### config.mk
export PLATFORM = sky130hd
export DESIGN_NAME = sha256_stream_hash_flat
export DESIGN_NICKNAME = d
export VERILOG_FILES = /design/src/rtl/sha_pkg.sv /design/src/rtl/sha_if.sv /design/src/rtl/sha256_stream_hash.sv /design/src/rtl/sha_buf.sv /design/src/rtl/sha_hmem.sv /design/src/flat_wrapper.sv
export SDC_FILE = /design/constraint.sdc
export NUM_CORES = 2
export LEC_CHECK = 0
export CORE_ASPECT_RATIO = 0.6
export CORE_UTILIZATION = 65
export DETAILED_ROUTE_END_ITERATION = 8
export DONT_BUFFER_PORTS = 1
export HOLD_SLACK_MARGIN = 0.03
export PLACE_DENSITY = 0.81
export SYNTH_ARGS = -nofsm -noshare
export SYNTH_HDL_FRONTEND = slang
export SYNTH_SLANG_ARGS = --single-unit
### constraint.sdc
create_clock -name clk -period 27.5 [get_ports clk]
set_input_delay 2.75 -clock clk [delete_from_list [all_inputs] [get_ports clk]]
set_output_delay 2.75 -clock clk [all_outputs]
set_load 0.05 [all_outputs]
### src/rtl/sha_pkg.sv
// sha_pkg: types, round constants and helpers for the streaming SHA-256 block.
// No dependencies.
package sha_pkg;

	localparam logic [31:0] RoundK [64] = '{
		32'h428a2f98, 32'h71374491, 32'hb5c0fbcf, 32'he9b5dba5,
		32'h3956c25b, 32'h59f111f1, 32'h923f82a4, 32'hab1c5ed5,
		32'hd807aa98, 32'h12835b01, 32'h243185be, 32'h550c7dc3,
		32'h72be5d74, 32'h80deb1fe, 32'h9bdc06a7, 32'hc19bf174,
		32'he49b69c1, 32'hefbe4786, 32'h0fc19dc6, 32'h240ca1cc,
		32'h2de92c6f, 32'h4a7484aa, 32'h5cb0a9dc, 32'h76f988da,
		32'h983e5152, 32'ha831c66d, 32'hb00327c8, 32'hbf597fc7,
		32'hc6e00bf3, 32'hd5a79147, 32'h06ca6351, 32'h14292967,
		32'h27b70a85, 32'h2e1b2138, 32'h4d2c6dfc, 32'h53380d13,
		32'h650a7354, 32'h766a0abb, 32'h81c2c92e, 32'h92722c85,
		32'ha2bfe8a1, 32'ha81a664b, 32'hc24b8b70, 32'hc76c51a3,
		32'hd192e819, 32'hd6990624, 32'hf40e3585, 32'h106aa070,
		32'h19a4c116, 32'h1e376c08, 32'h2748774c, 32'h34b0bcb5,
		32'h391c0cb3, 32'h4ed8aa4a, 32'h5b9cca4f, 32'h682e6ff3,
		32'h748f82ee, 32'h78a5636f, 32'h84c87814, 32'h8cc70208,
		32'h90befffa, 32'ha4506ceb, 32'hbef9a3f7, 32'hc67178f2
	};

	localparam logic [31:0] InitHash [8] = '{
		32'h6a09e667, 32'hbb67ae85, 32'h3c6ef372, 32'ha54ff53a,
		32'h510e527f, 32'h9b05688c, 32'h1f83d9ab, 32'h5be0cd19
	};

	localparam logic [7:0] PadByte = 8'h80;
	localparam logic [5:0] LenPos = 6'd56;
	localparam logic [2:0] MaxBytes = 3'd4;

	typedef struct packed {
		logic       re;
		logic [2:0] raddr;
		logic       we;
		logic [2:0] waddr;
		logic       clr;
	} hm_ctl_t;

	typedef struct packed {
		logic       re;
		logic [3:0] raddr;
		logic       we;
		logic [3:0] waddr;
		logic [1:0] lane;
	} bf_ctl_t;

	function automatic logic [31:0] rotr(input logic [31:0] x, input int n);
		rotr = (x >> n) | (x << (32 - n));
	endfunction

endpackage

### src/rtl/sha_if.sv
// sha_in_if / sha_out_if: valid/ready channels for message words and digest words.
// No dependencies.
interface sha_in_if;
	logic        valid;
	logic        ready;
	logic [31:0] data_word;
	logic [2:0]  byte_count;
	logic        message_end;
	modport source (output valid, data_word, byte_count, message_end, input ready);
	modport sink (input valid, data_word, byte_count, message_end, output ready);
endinterface

interface sha_out_if;
	logic        valid;
	logic        ready;
	logic [31:0] digest_word;
	logic [2:0]  word_index;
	logic        last_word;
	modport source (output valid, digest_word, word_index, last_word, input ready);
	modport sink (input valid, digest_word, word_index, last_word, output ready);
endinterface

### src/rtl/sha256_stream_hash.sv
// sha256_stream_hash: streaming SHA-256 top level, byte packer, padding and round sequencer.
// Depends on sha_pkg, sha_if, sha_buf, sha_hmem.
//
//   channel  | dir | payload                                  | transfer
//   in_ch    | in  | data_word, byte_count, message_end      | valid & ready
//   out_ch   | out | digest_word, word_index, last_word      | valid & ready
//
// Each item's bytes are packed into the block buffer; each full block then loads
// buffer and hash memory, runs 64 rounds and adds the result back into hash memory.
// Message end pushes the 0x80, zero and length pad bytes, then reads out each digest word.
// Reset clears control state; hash memory reads as initial values until written.
// A stalled digest word holds in the output register; new input is taken once
// the eighth word is loaded.
module sha256_stream_hash import sha_pkg::*; (
	input  logic clk,
	input  logic arst_n,
	sha_in_if.sink    in_ch,
	sha_out_if.source out_ch
);
	localparam logic [2:0] ST_IDLE = 3'd0, ST_PUSH = 3'd1, ST_LOAD = 3'd2,
		ST_ROUND = 3'd3, ST_FIN = 3'd4, ST_DRD = 3'd5, ST_DCAP = 3'd6;
	localparam logic [2:0] PH_DATA = 3'd0, PH_80 = 3'd1, PH_ZERO = 3'd2,
		PH_LEN = 3'd3, PH_OUT = 3'd4;

	logic [2:0]  st_q, ph_q, bi_q, cnt_sat, oi_q;
	logic [31:0] data_q;
	logic [2:0]  count_q;
	logic        end_q;
	logic [5:0]  fill_q;
	logic [63:0] len_q;
	logic [4:0]  cnt_q;
	logic [5:0]  rnd_q;
	logic [31:0] v_q [8];
	logic [31:0] w_q [16];
	logic        out_valid_q;
	logic [31:0] out_data_q;
	logic [2:0]  out_idx_q;

	bf_ctl_t     bctl;
	hm_ctl_t     hctl;
	logic [7:0]  pbyte;
	logic        push;
	logic [31:0] brd, hrd, hwd;
	logic [31:0] big1, choose, t1, big0, major, t2, s0, s1, new_w;

	sha_buf u_buf (.clk(clk), .ctl(bctl), .wbyte(pbyte), .rdata(brd));
	sha_hmem u_hmem (.clk(clk), .arst_n(arst_n), .ctl(hctl), .wdata(hwd), .rdata(hrd));

	assign cnt_sat = (in_ch.byte_count > MaxBytes) ? MaxBytes : in_ch.byte_count;
	assign in_ch.ready = (st_q == ST_IDLE);

	always_comb begin
		push = 1'b0;
		pbyte = 8'h00;
		if (st_q == ST_PUSH) begin
			case (ph_q)
				PH_DATA: begin
					push = (bi_q < count_q);
					case (bi_q[1:0])
						2'd0: pbyte = data_q[31:24];
						2'd1: pbyte = data_q[23:16];
						2'd2: pbyte = data_q[15:8];
						default: pbyte = data_q[7:0];
					endcase
				end
				PH_80: begin
					push = 1'b1;
					pbyte = PadByte;
				end
				PH_ZERO: push = (fill_q != LenPos);
				PH_LEN: begin
					push = 1'b1;
					pbyte = 8'(len_q >> (7'd56 - {1'b0, bi_q, 3'b000}));
				end
				default: push = 1'b0;
			endcase
		end
	end

	always_comb begin
		bctl.we = push;
		bctl.waddr = fill_q[5:2];
		bctl.lane = fill_q[1:0];
		bctl.re = (st_q == ST_LOAD) && !cnt_q[4];
		bctl.raddr = cnt_q[3:0];
		hctl.we = (st_q == ST_FIN) && (cnt_q != 5'd0);
		hctl.waddr = 3'(cnt_q - 5'd1);
		hctl.clr = (st_q == ST_DCAP) && (oi_q == 3'd7);
		hctl.re = 1'b0;
		hctl.raddr = cnt_q[2:0];
		case (st_q)
			ST_LOAD, ST_FIN: hctl.re = (cnt_q < 5'd8);
			ST_DRD: begin
				hctl.re = !out_valid_q;
				hctl.raddr = oi_q;
			end
			default: hctl.re = 1'b0;
		endcase
	end

	assign hwd = hrd + v_q[0];

	always_comb begin
		big1 = rotr(v_q[4], 6) ^ rotr(v_q[4], 11) ^ rotr(v_q[4], 25);
		choose = (v_q[4] & v_q[5]) ^ (~v_q[4] & v_q[6]);
		t1 = v_q[7] + big1 + choose + RoundK[rnd_q] + w_q[0];
		big0 = rotr(v_q[0], 2) ^ rotr(v_q[0], 13) ^ rotr(v_q[0], 22);
		major = (v_q[0] & v_q[1]) ^ (v_q[0] & v_q[2]) ^ (v_q[1] & v_q[2]);
		t2 = big0 + major;
		s0 = rotr(w_q[1], 7) ^ rotr(w_q[1], 18) ^ (w_q[1] >> 3);
		s1 = rotr(w_q[14], 17) ^ rotr(w_q[14], 19) ^ (w_q[14] >> 10);
		new_w = w_q[0] + s0 + w_q[9] + s1;
	end

	always_ff @(posedge clk) begin
		if (in_ch.valid && in_ch.ready) begin
			data_q <= in_ch.data_word;
		end
		case (st_q)
			ST_LOAD: begin
				if (cnt_q != 5'd0) begin
					for (int j = 0; j < 15; j++) w_q[j] <= w_q[j + 1];
					w_q[15] <= brd;
				end
				if (cnt_q != 5'd0 && cnt_q <= 5'd8) begin
					for (int j = 0; j < 7; j++) v_q[j] <= v_q[j + 1];
					v_q[7] <= hrd;
				end
			end
			ST_ROUND: begin
				for (int j = 0; j < 15; j++) w_q[j] <= w_q[j + 1];
				w_q[15] <= new_w;
				v_q[7] <= v_q[6];
				v_q[6] <= v_q[5];
				v_q[5] <= v_q[4];
				v_q[4] <= v_q[3] + t1;
				v_q[3] <= v_q[2];
				v_q[2] <= v_q[1];
				v_q[1] <= v_q[0];
				v_q[0] <= t1 + t2;
			end
			ST_FIN: begin
				if (cnt_q != 5'd0) begin
					for (int j = 0; j < 7; j++) v_q[j] <= v_q[j + 1];
					v_q[7] <= v_q[0];
				end
			end
			ST_DCAP: out_data_q <= hrd;
			default: ;
		endcase
	end

	always_ff @(posedge clk or negedge arst_n) begin
		if (!arst_n) begin
			st_q <= ST_IDLE;
			ph_q <= PH_DATA;
			bi_q <= '0;
			count_q <= '0;
			end_q <= 1'b0;
			fill_q <= '0;
			len_q <= '0;
			cnt_q <= '0;
			rnd_q <= '0;
			oi_q <= '0;
			out_valid_q <= 1'b0;
			out_idx_q <= '0;
		end else begin
			if (out_valid_q && out_ch.ready) begin
				out_valid_q <= 1'b0;
			end
			case (st_q)
				ST_IDLE: begin
					if (in_ch.valid) begin
						count_q <= cnt_sat;
						end_q <= in_ch.message_end;
						len_q <= len_q + {58'd0, cnt_sat, 3'b000};
						bi_q <= '0;
						ph_q <= PH_DATA;
						st_q <= ST_PUSH;
					end
				end
				ST_PUSH: begin
					case (ph_q)
						PH_DATA: begin
							if (bi_q < count_q) begin
								bi_q <= bi_q + 3'd1;
							end else if (end_q) begin
								ph_q <= PH_80;
							end else begin
								st_q <= ST_IDLE;
							end
						end
						PH_80: ph_q <= PH_ZERO;
						PH_ZERO: begin
							if (fill_q == LenPos) begin
								ph_q <= PH_LEN;
								bi_q <= '0;
							end
						end
						PH_LEN: begin
							bi_q <= bi_q + 3'd1;
							if (bi_q == 3'd7) ph_q <= PH_OUT;
						end
						default: begin
							st_q <= ST_DRD;
							oi_q <= '0;
							len_q <= '0;
							ph_q <= PH_DATA;
						end
					endcase
					if (push) begin
						fill_q <= fill_q + 6'd1;
						if (fill_q == 6'd63) begin
							st_q <= ST_LOAD;
							cnt_q <= '0;
						end
					end
				end
				ST_LOAD: begin
					cnt_q <= cnt_q + 5'd1;
					if (cnt_q == 5'd16) begin
						st_q <= ST_ROUND;
						rnd_q <= '0;
					end
				end
				ST_ROUND: begin
					rnd_q <= rnd_q + 6'd1;
					if (rnd_q == 6'd63) begin
						st_q <= ST_FIN;
						cnt_q <= '0;
					end
				end
				ST_FIN: begin
					cnt_q <= cnt_q + 5'd1;
					if (cnt_q == 5'd8) st_q <= ST_PUSH;
				end
				ST_DRD: begin
					if (!out_valid_q) st_q <= ST_DCAP;
				end
				ST_DCAP: begin
					out_valid_q <= 1'b1;
					out_idx_q <= oi_q;
					if (oi_q == 3'd7) begin
						st_q <= ST_IDLE;
					end else begin
						oi_q <= oi_q + 3'd1;
						st_q <= ST_DRD;
					end
				end
				default: st_q <= ST_IDLE;
			endcase
		end
	end

	assign out_ch.valid = out_valid_q;
	assign out_ch.digest_word = out_data_q;
	assign out_ch.word_index = out_idx_q;
	assign out_ch.last_word = (out_idx_q == 3'd7);

`ifndef SYNTHESIS
	a_round_to_fin: assert property (@(posedge clk) disable iff (!arst_n)
		(st_q == ST_ROUND && rnd_q == 6'd63) |=> st_q == ST_FIN)
		else $error("round count overran");
	a_load_on_full: assert property (@(posedge clk) disable iff (!arst_n)
		st_q == ST_LOAD |-> fill_q == 6'd0)
		else $error("block load with partial buffer");
	a_digest_clean: assert property (@(posedge clk) disable iff (!arst_n)
		st_q == ST_DRD |-> (fill_q == 6'd0 && len_q == 64'd0))
		else $error("digest read with stale length or fill");
	a_no_overwrite: assert property (@(posedge clk) disable iff (!arst_n)
		st_q == ST_DCAP |-> !out_valid_q)
		else $error("digest word overwritten before transfer");
`endif
endmodule

### src/rtl/sha_buf.sv
// sha_buf: 16 x 32-bit block buffer, byte-lane writes, registered read.
// Depends on sha_pkg.
module sha_buf import sha_pkg::*; (
	input  logic        clk,
	input  bf_ctl_t     ctl,
	input  logic [7:0]  wbyte,
	output logic [31:0] rdata
);
	logic [31:0] mem [16];
	logic [31:0] rd_q;

	always_ff @(posedge clk) begin
		for (int l = 0; l < 4; l++) begin
			if (ctl.we && ctl.lane == 2'(l)) begin
				mem[ctl.waddr][31 - 8 * l -: 8] <= wbyte;
			end
		end
		if (ctl.re) begin
			rd_q <= mem[ctl.raddr];
		end
	end

	assign rdata = rd_q;
endmodule

### src/rtl/sha_hmem.sv
// sha_hmem: 8 x 32-bit hash word memory; entries not yet written read as the initial hash.
// Depends on sha_pkg.
module sha_hmem import sha_pkg::*; (
	input  logic        clk,
	input  logic        arst_n,
	input  hm_ctl_t     ctl,
	input  logic [31:0] wdata,
	output logic [31:0] rdata
);
	logic [31:0] mem [8];
	logic [31:0] rd_q;
	logic [7:0]  vld_q;
	logic        rvld_q;
	logic [2:0]  raddr_q;

	always_ff @(posedge clk) begin
		if (ctl.we) begin
			mem[ctl.waddr] <= wdata;
		end
		if (ctl.re) begin
			rd_q <= mem[ctl.raddr];
			raddr_q <= ctl.raddr;
		end
	end

	always_ff @(posedge clk or negedge arst_n) begin
		if (!arst_n) begin
			vld_q <= '0;
			rvld_q <= 1'b0;
		end else begin
			if (ctl.re) begin
				rvld_q <= vld_q[ctl.raddr];
			end
			if (ctl.clr) begin
				vld_q <= '0;
			end else if (ctl.we) begin
				vld_q[ctl.waddr] <= 1'b1;
			end
		end
	end

	assign rdata = rvld_q ? rd_q : InitHash[raddr_q];
endmodule
### src/flat_wrapper.sv
// flat-port wrapper written by rule: the top's interface ports become plain ports
module sha256_stream_hash_flat import sha_pkg::*;
  (clk, arst_n, in_ch_valid, in_ch_data_word, in_ch_byte_count, in_ch_message_end, in_ch_ready, out_ch_valid, out_ch_digest_word, out_ch_word_index, out_ch_last_word, out_ch_ready);
  sha_in_if in_ch_i ();
  sha_out_if out_ch_i ();
  input  logic clk;
  input  logic arst_n;
  input wire logic [$bits(in_ch_i.valid)-1:0] in_ch_valid;
  input wire logic [$bits(in_ch_i.data_word)-1:0] in_ch_data_word;
  input wire logic [$bits(in_ch_i.byte_count)-1:0] in_ch_byte_count;
  input wire logic [$bits(in_ch_i.message_end)-1:0] in_ch_message_end;
  output wire logic [$bits(in_ch_i.ready)-1:0] in_ch_ready;
  output wire logic [$bits(out_ch_i.valid)-1:0] out_ch_valid;
  output wire logic [$bits(out_ch_i.digest_word)-1:0] out_ch_digest_word;
  output wire logic [$bits(out_ch_i.word_index)-1:0] out_ch_word_index;
  output wire logic [$bits(out_ch_i.last_word)-1:0] out_ch_last_word;
  input wire logic [$bits(out_ch_i.ready)-1:0] out_ch_ready;
  assign in_ch_i.valid = in_ch_valid;
  assign in_ch_i.data_word = in_ch_data_word;
  assign in_ch_i.byte_count = in_ch_byte_count;
  assign in_ch_i.message_end = in_ch_message_end;
  assign in_ch_ready = in_ch_i.ready;
  assign out_ch_valid = out_ch_i.valid;
  assign out_ch_digest_word = out_ch_i.digest_word;
  assign out_ch_word_index = out_ch_i.word_index;
  assign out_ch_last_word = out_ch_i.last_word;
  assign out_ch_i.ready = out_ch_ready;
  sha256_stream_hash u_core (.clk(clk), .arst_n(arst_n), .in_ch(in_ch_i), .out_ch(out_ch_i));
endmodule
==> results.md <==
* FF+latch area at 0.0528 mm²
* ANT nets after route at 0
* Num ports at 78
* Setup violators final at 0
* Post-synth EDFFs at 1667
* Worst path max stage delay at 0.59 ns
* Fin nets at 6659
* M3 GR Usage at 0.148
* Vias in the first global route at 50.9k
* Clk_skew at 0.0590 ns
* Status: finished clean
* CTS Buffer Depth at 3
* FMAX at 94.8 MHz
* DIE HEIGHT at 281 µm
* Max-slew violations at 0
* Cell with the most instances after synthesis: edfxtp_1
* Clock Pin Slew Worst Setup and Hold Paths at 0.07 ns
* RR Endpoint: u_core.v_q[0][30]
* CP max FO at 13
* Yosys warns at 0
* Hold depth at 0
* Total GRT Usage at 0.363
* CTS buffer count at 155
* Layout area overhead at 8.28%
* # rows at 101
* Core Box Area at 0.127 mm²
* 1st-iter DRT viols at 9020
* Largest net degree at the start of global routing at 165
* Fillers at 8124
* Critical Path AT at 11.04 ns
* Global route hottest layer: met1
* Synthesized area at 0.0841 mm²
* Net Count, Synth at 6735
* Crit path from: u_core.rnd_q[1]
* Hold WC Path Type: reg -> reg
* Largest cells by area after synthesis: edfxtp_1 (60%), nand2_1 (5.0%), mux4_2 (4.8%), fa_1 (4.5%), dfrtp_1 (3.2%)
* Hold Startpoint: u_core.w_q[0][232]
* RSZ-0062 raised after global routing: false
* Buffers on Ports at 0
* Top delay family on crit path: compound AO/OA/AOI/OAI gates
* Worst Reg2Reg Path Length in Cells at 33
* Top cells by count, synth: edfxtp_1 (1667), nand2_1 (1126), o21ai_0 (354)
* H-tree depth at 4
* Crit Reg-Reg Startpoint: u_core.rnd_q[1]
* Crit-path slowest cell: nand2b_1
* Final Critical Period at 10.55 ns
* Hold_buf cts at 0
* First-pass detailed-route iteration total at 8
* Sequential share of the synthesized area at 0.627
* Grt ovf at 0
* Maxcap violations at 0
* Syn avg cell area at 13.3 µm²
* Post-synth top flop: edfxtp_1
* Worst relative slew slack at 0.167
* Drt drc at 0
* Share of synthesized flip-flops with an asynchronous set or reset at 0.0603
* Via count at 53.8k
* Setup TNS Final at 0 ns
* Die X at 466 µm
* Seq cells post-synth at 1774
* Area leader, netlist: edfxtp_1
* Per-cell routed wire length at 29.2 µm
* Post_cts resized at 0
* R2R Setup Slk at 16.95 ns
* Vias per inst at 6.68
* Hold Crit Endpoint: u_core.w_q[0][200]
* Period utilization at 0.384
* Hpwl dp at 162000 µm
* Crit path kind: reg -> reg
* Met2 Track Usage GR at 0.475
* Met1 usage at 0.565
* Footprint of the multi-input gates at 0.0294 mm²
* Worst Tran Pin Value at 1.24 ns
* Initial antenna violation count at 16
* Final Hold Fails at 0
* Clock root buffer master: clkbuf_16
* Setup bufs post-CTS at 0
* Starting Density at 0.660
* Post-Syn Instances at 6309
* RD Place Congestion at 1.07
* DIE AREA at 0.131 mm²
* CTS tree: built
* Synth unique cells at 89
* Routed WL at 235000 µm
* CP bufs+invs at 3
* CP Launch Type: register
* Crit end category: register
* WP data required at 27.99 ns
* Clk Latency, worst-skew pair at 0.83 ns
* Share of layout cells above drive strength 1 at 0.0915
* Sink Count at 1774
* First-pass GRT wire length at 342000 µm
* Share of the synthesized area in the top cell type at 0.595
[worst register-to-register path: cells and delay by family, from the launching register on]
| family | cells | cell delay [ns] |
|---|---|---|
| xor+xnor | 2 | 0.49 |
| compound gates | 17 | 4.57 |
| flops | 1 | 0.39 |
| simple gates | 3 | 0.87 |
| buf+inv | 3 | 0.53 |
| fa+ha+maj | 8 | 3.42 |
[logic make-up (layout without fill, tap and decap cells)]
kind of cell | after synthesis | after routing | synth area share
and+or+nand+nor | 1902 | 1902 | 0.0967
DFF | 1774 | 1774 | 0.627
AOI/OAI and AO/OA | 936 | 936 | 0.0675
buffers and inverters | 572 | 625 | 0.0256
xor gates and xnor gates | 448 | 448 | 0.0470
adders and majority gates | 411 | 411 | 0.0773
muxes | 266 | 266 | 0.0590
other | 0 | 4 | 0
[layout make-up]
type | instances | area share
multi-input combinational | 3963 | 0.323
timing repair buffer | 88 | 0.00739
sequential | 1774 | 0.579
inverter | 251 | 0.0104
clock inverter | 97 | 0.0113
clock buffer | 189 | 0.0451
tap | 1699 | 0.0233
antenna | 4 | 0.000110
[placed cells by master, fill, tap and decap left out, types with 27 or more instances in the layout]
master        n
or3_1        28
fa_1        189
clkinv_2     30
a31oi_1      36
clkbuf_16   157
mux2i_1      65
nand2b_1     38
a21oi_1     226
mux4_2      181
buf_4        87
o21ai_0     354
edfxtp_1   1667
a211oi_1     27
dfrtp_1     100
nor2_1      267
nor3_1       46
clkinv_1     33
nand2_1    1123
ha_1        197
xnor2_1     304
inv_1       244
a21o_1       61
xor2_1      142
o21a_1       41
nand3_1     231
nor2b_1      36
[layer usage]
| metal | up-vias | routed length (µm) | share of wire |
|---|---|---|---|
| met2 | 3890 | 94300 | 0.40 |
| met1 | 26900 | 97400 | 0.41 |
| met4 | 20 | 4960 | 0.021 |
| met5 | - | 261 | 0.0011 |
| li1 | 22700 | - | - |
| met3 | 391 | 38300 | 0.16 |
[per-stage QoR]
step / hold slack, ns / cells / instance area [µm²] / worst slack (ns) / utilization
floorplan: 0.400 / 6309 / 84100 / 18.41 / -
global placement: 0.400 / 7775 / 85900 / 17.57 / 0.675
detailed placement: 0.405 / 7775 / 85900 / 17.40 / 0.675
CTS: 0.389 / 8061 / 91100 / 17.29 / 0.715
global route: 0.407 / 8062 / 91100 / 16.46 / 0.715
finish: 0.396 / 8065 / 91100 / 16.95 / 0.715
[flip-flops by register name (all words and copies together) (netlist names), 5 cells and up]
| signal | cells |
|---|---|
| u_core.u_buf.rdata | 32 |
| u_core.u_hmem.mem | 256 |
| u_core.rnd_q | 6 |
| u_core.u_hmem.rd_q | 32 |
| u_core.u_buf.mem | 512 |
| u_core.u_hmem.vld_q | 8 |
| u_core.v_q | 256 |
| u_core.len_q | 61 |
| u_core.cnt_q | 5 |
| u_core.w_q | 512 |
| u_core.out_ch.digest_word | 32 |
| u_core.fill_q | 6 |
| u_core.data_q | 32 |
[worst max path at each step]
stage               slack, ns  cells after the start                 to
finish                  16.95                     33  u_core.v_q[0][30]
global route            16.46                     33  u_core.v_q[0][30]
CTS                     17.29                     33  u_core.v_q[0][30]
detailed placement      17.40                     33  u_core.v_q[0][30]
global placement        17.57                     33  u_core.v_q[0][30]
floorplan               18.41                     11   u_core.w_q[0][0]
Power is not shown: default switching activity piles up to over one toggle a cycle in this logic, so the estimate is an artifact.
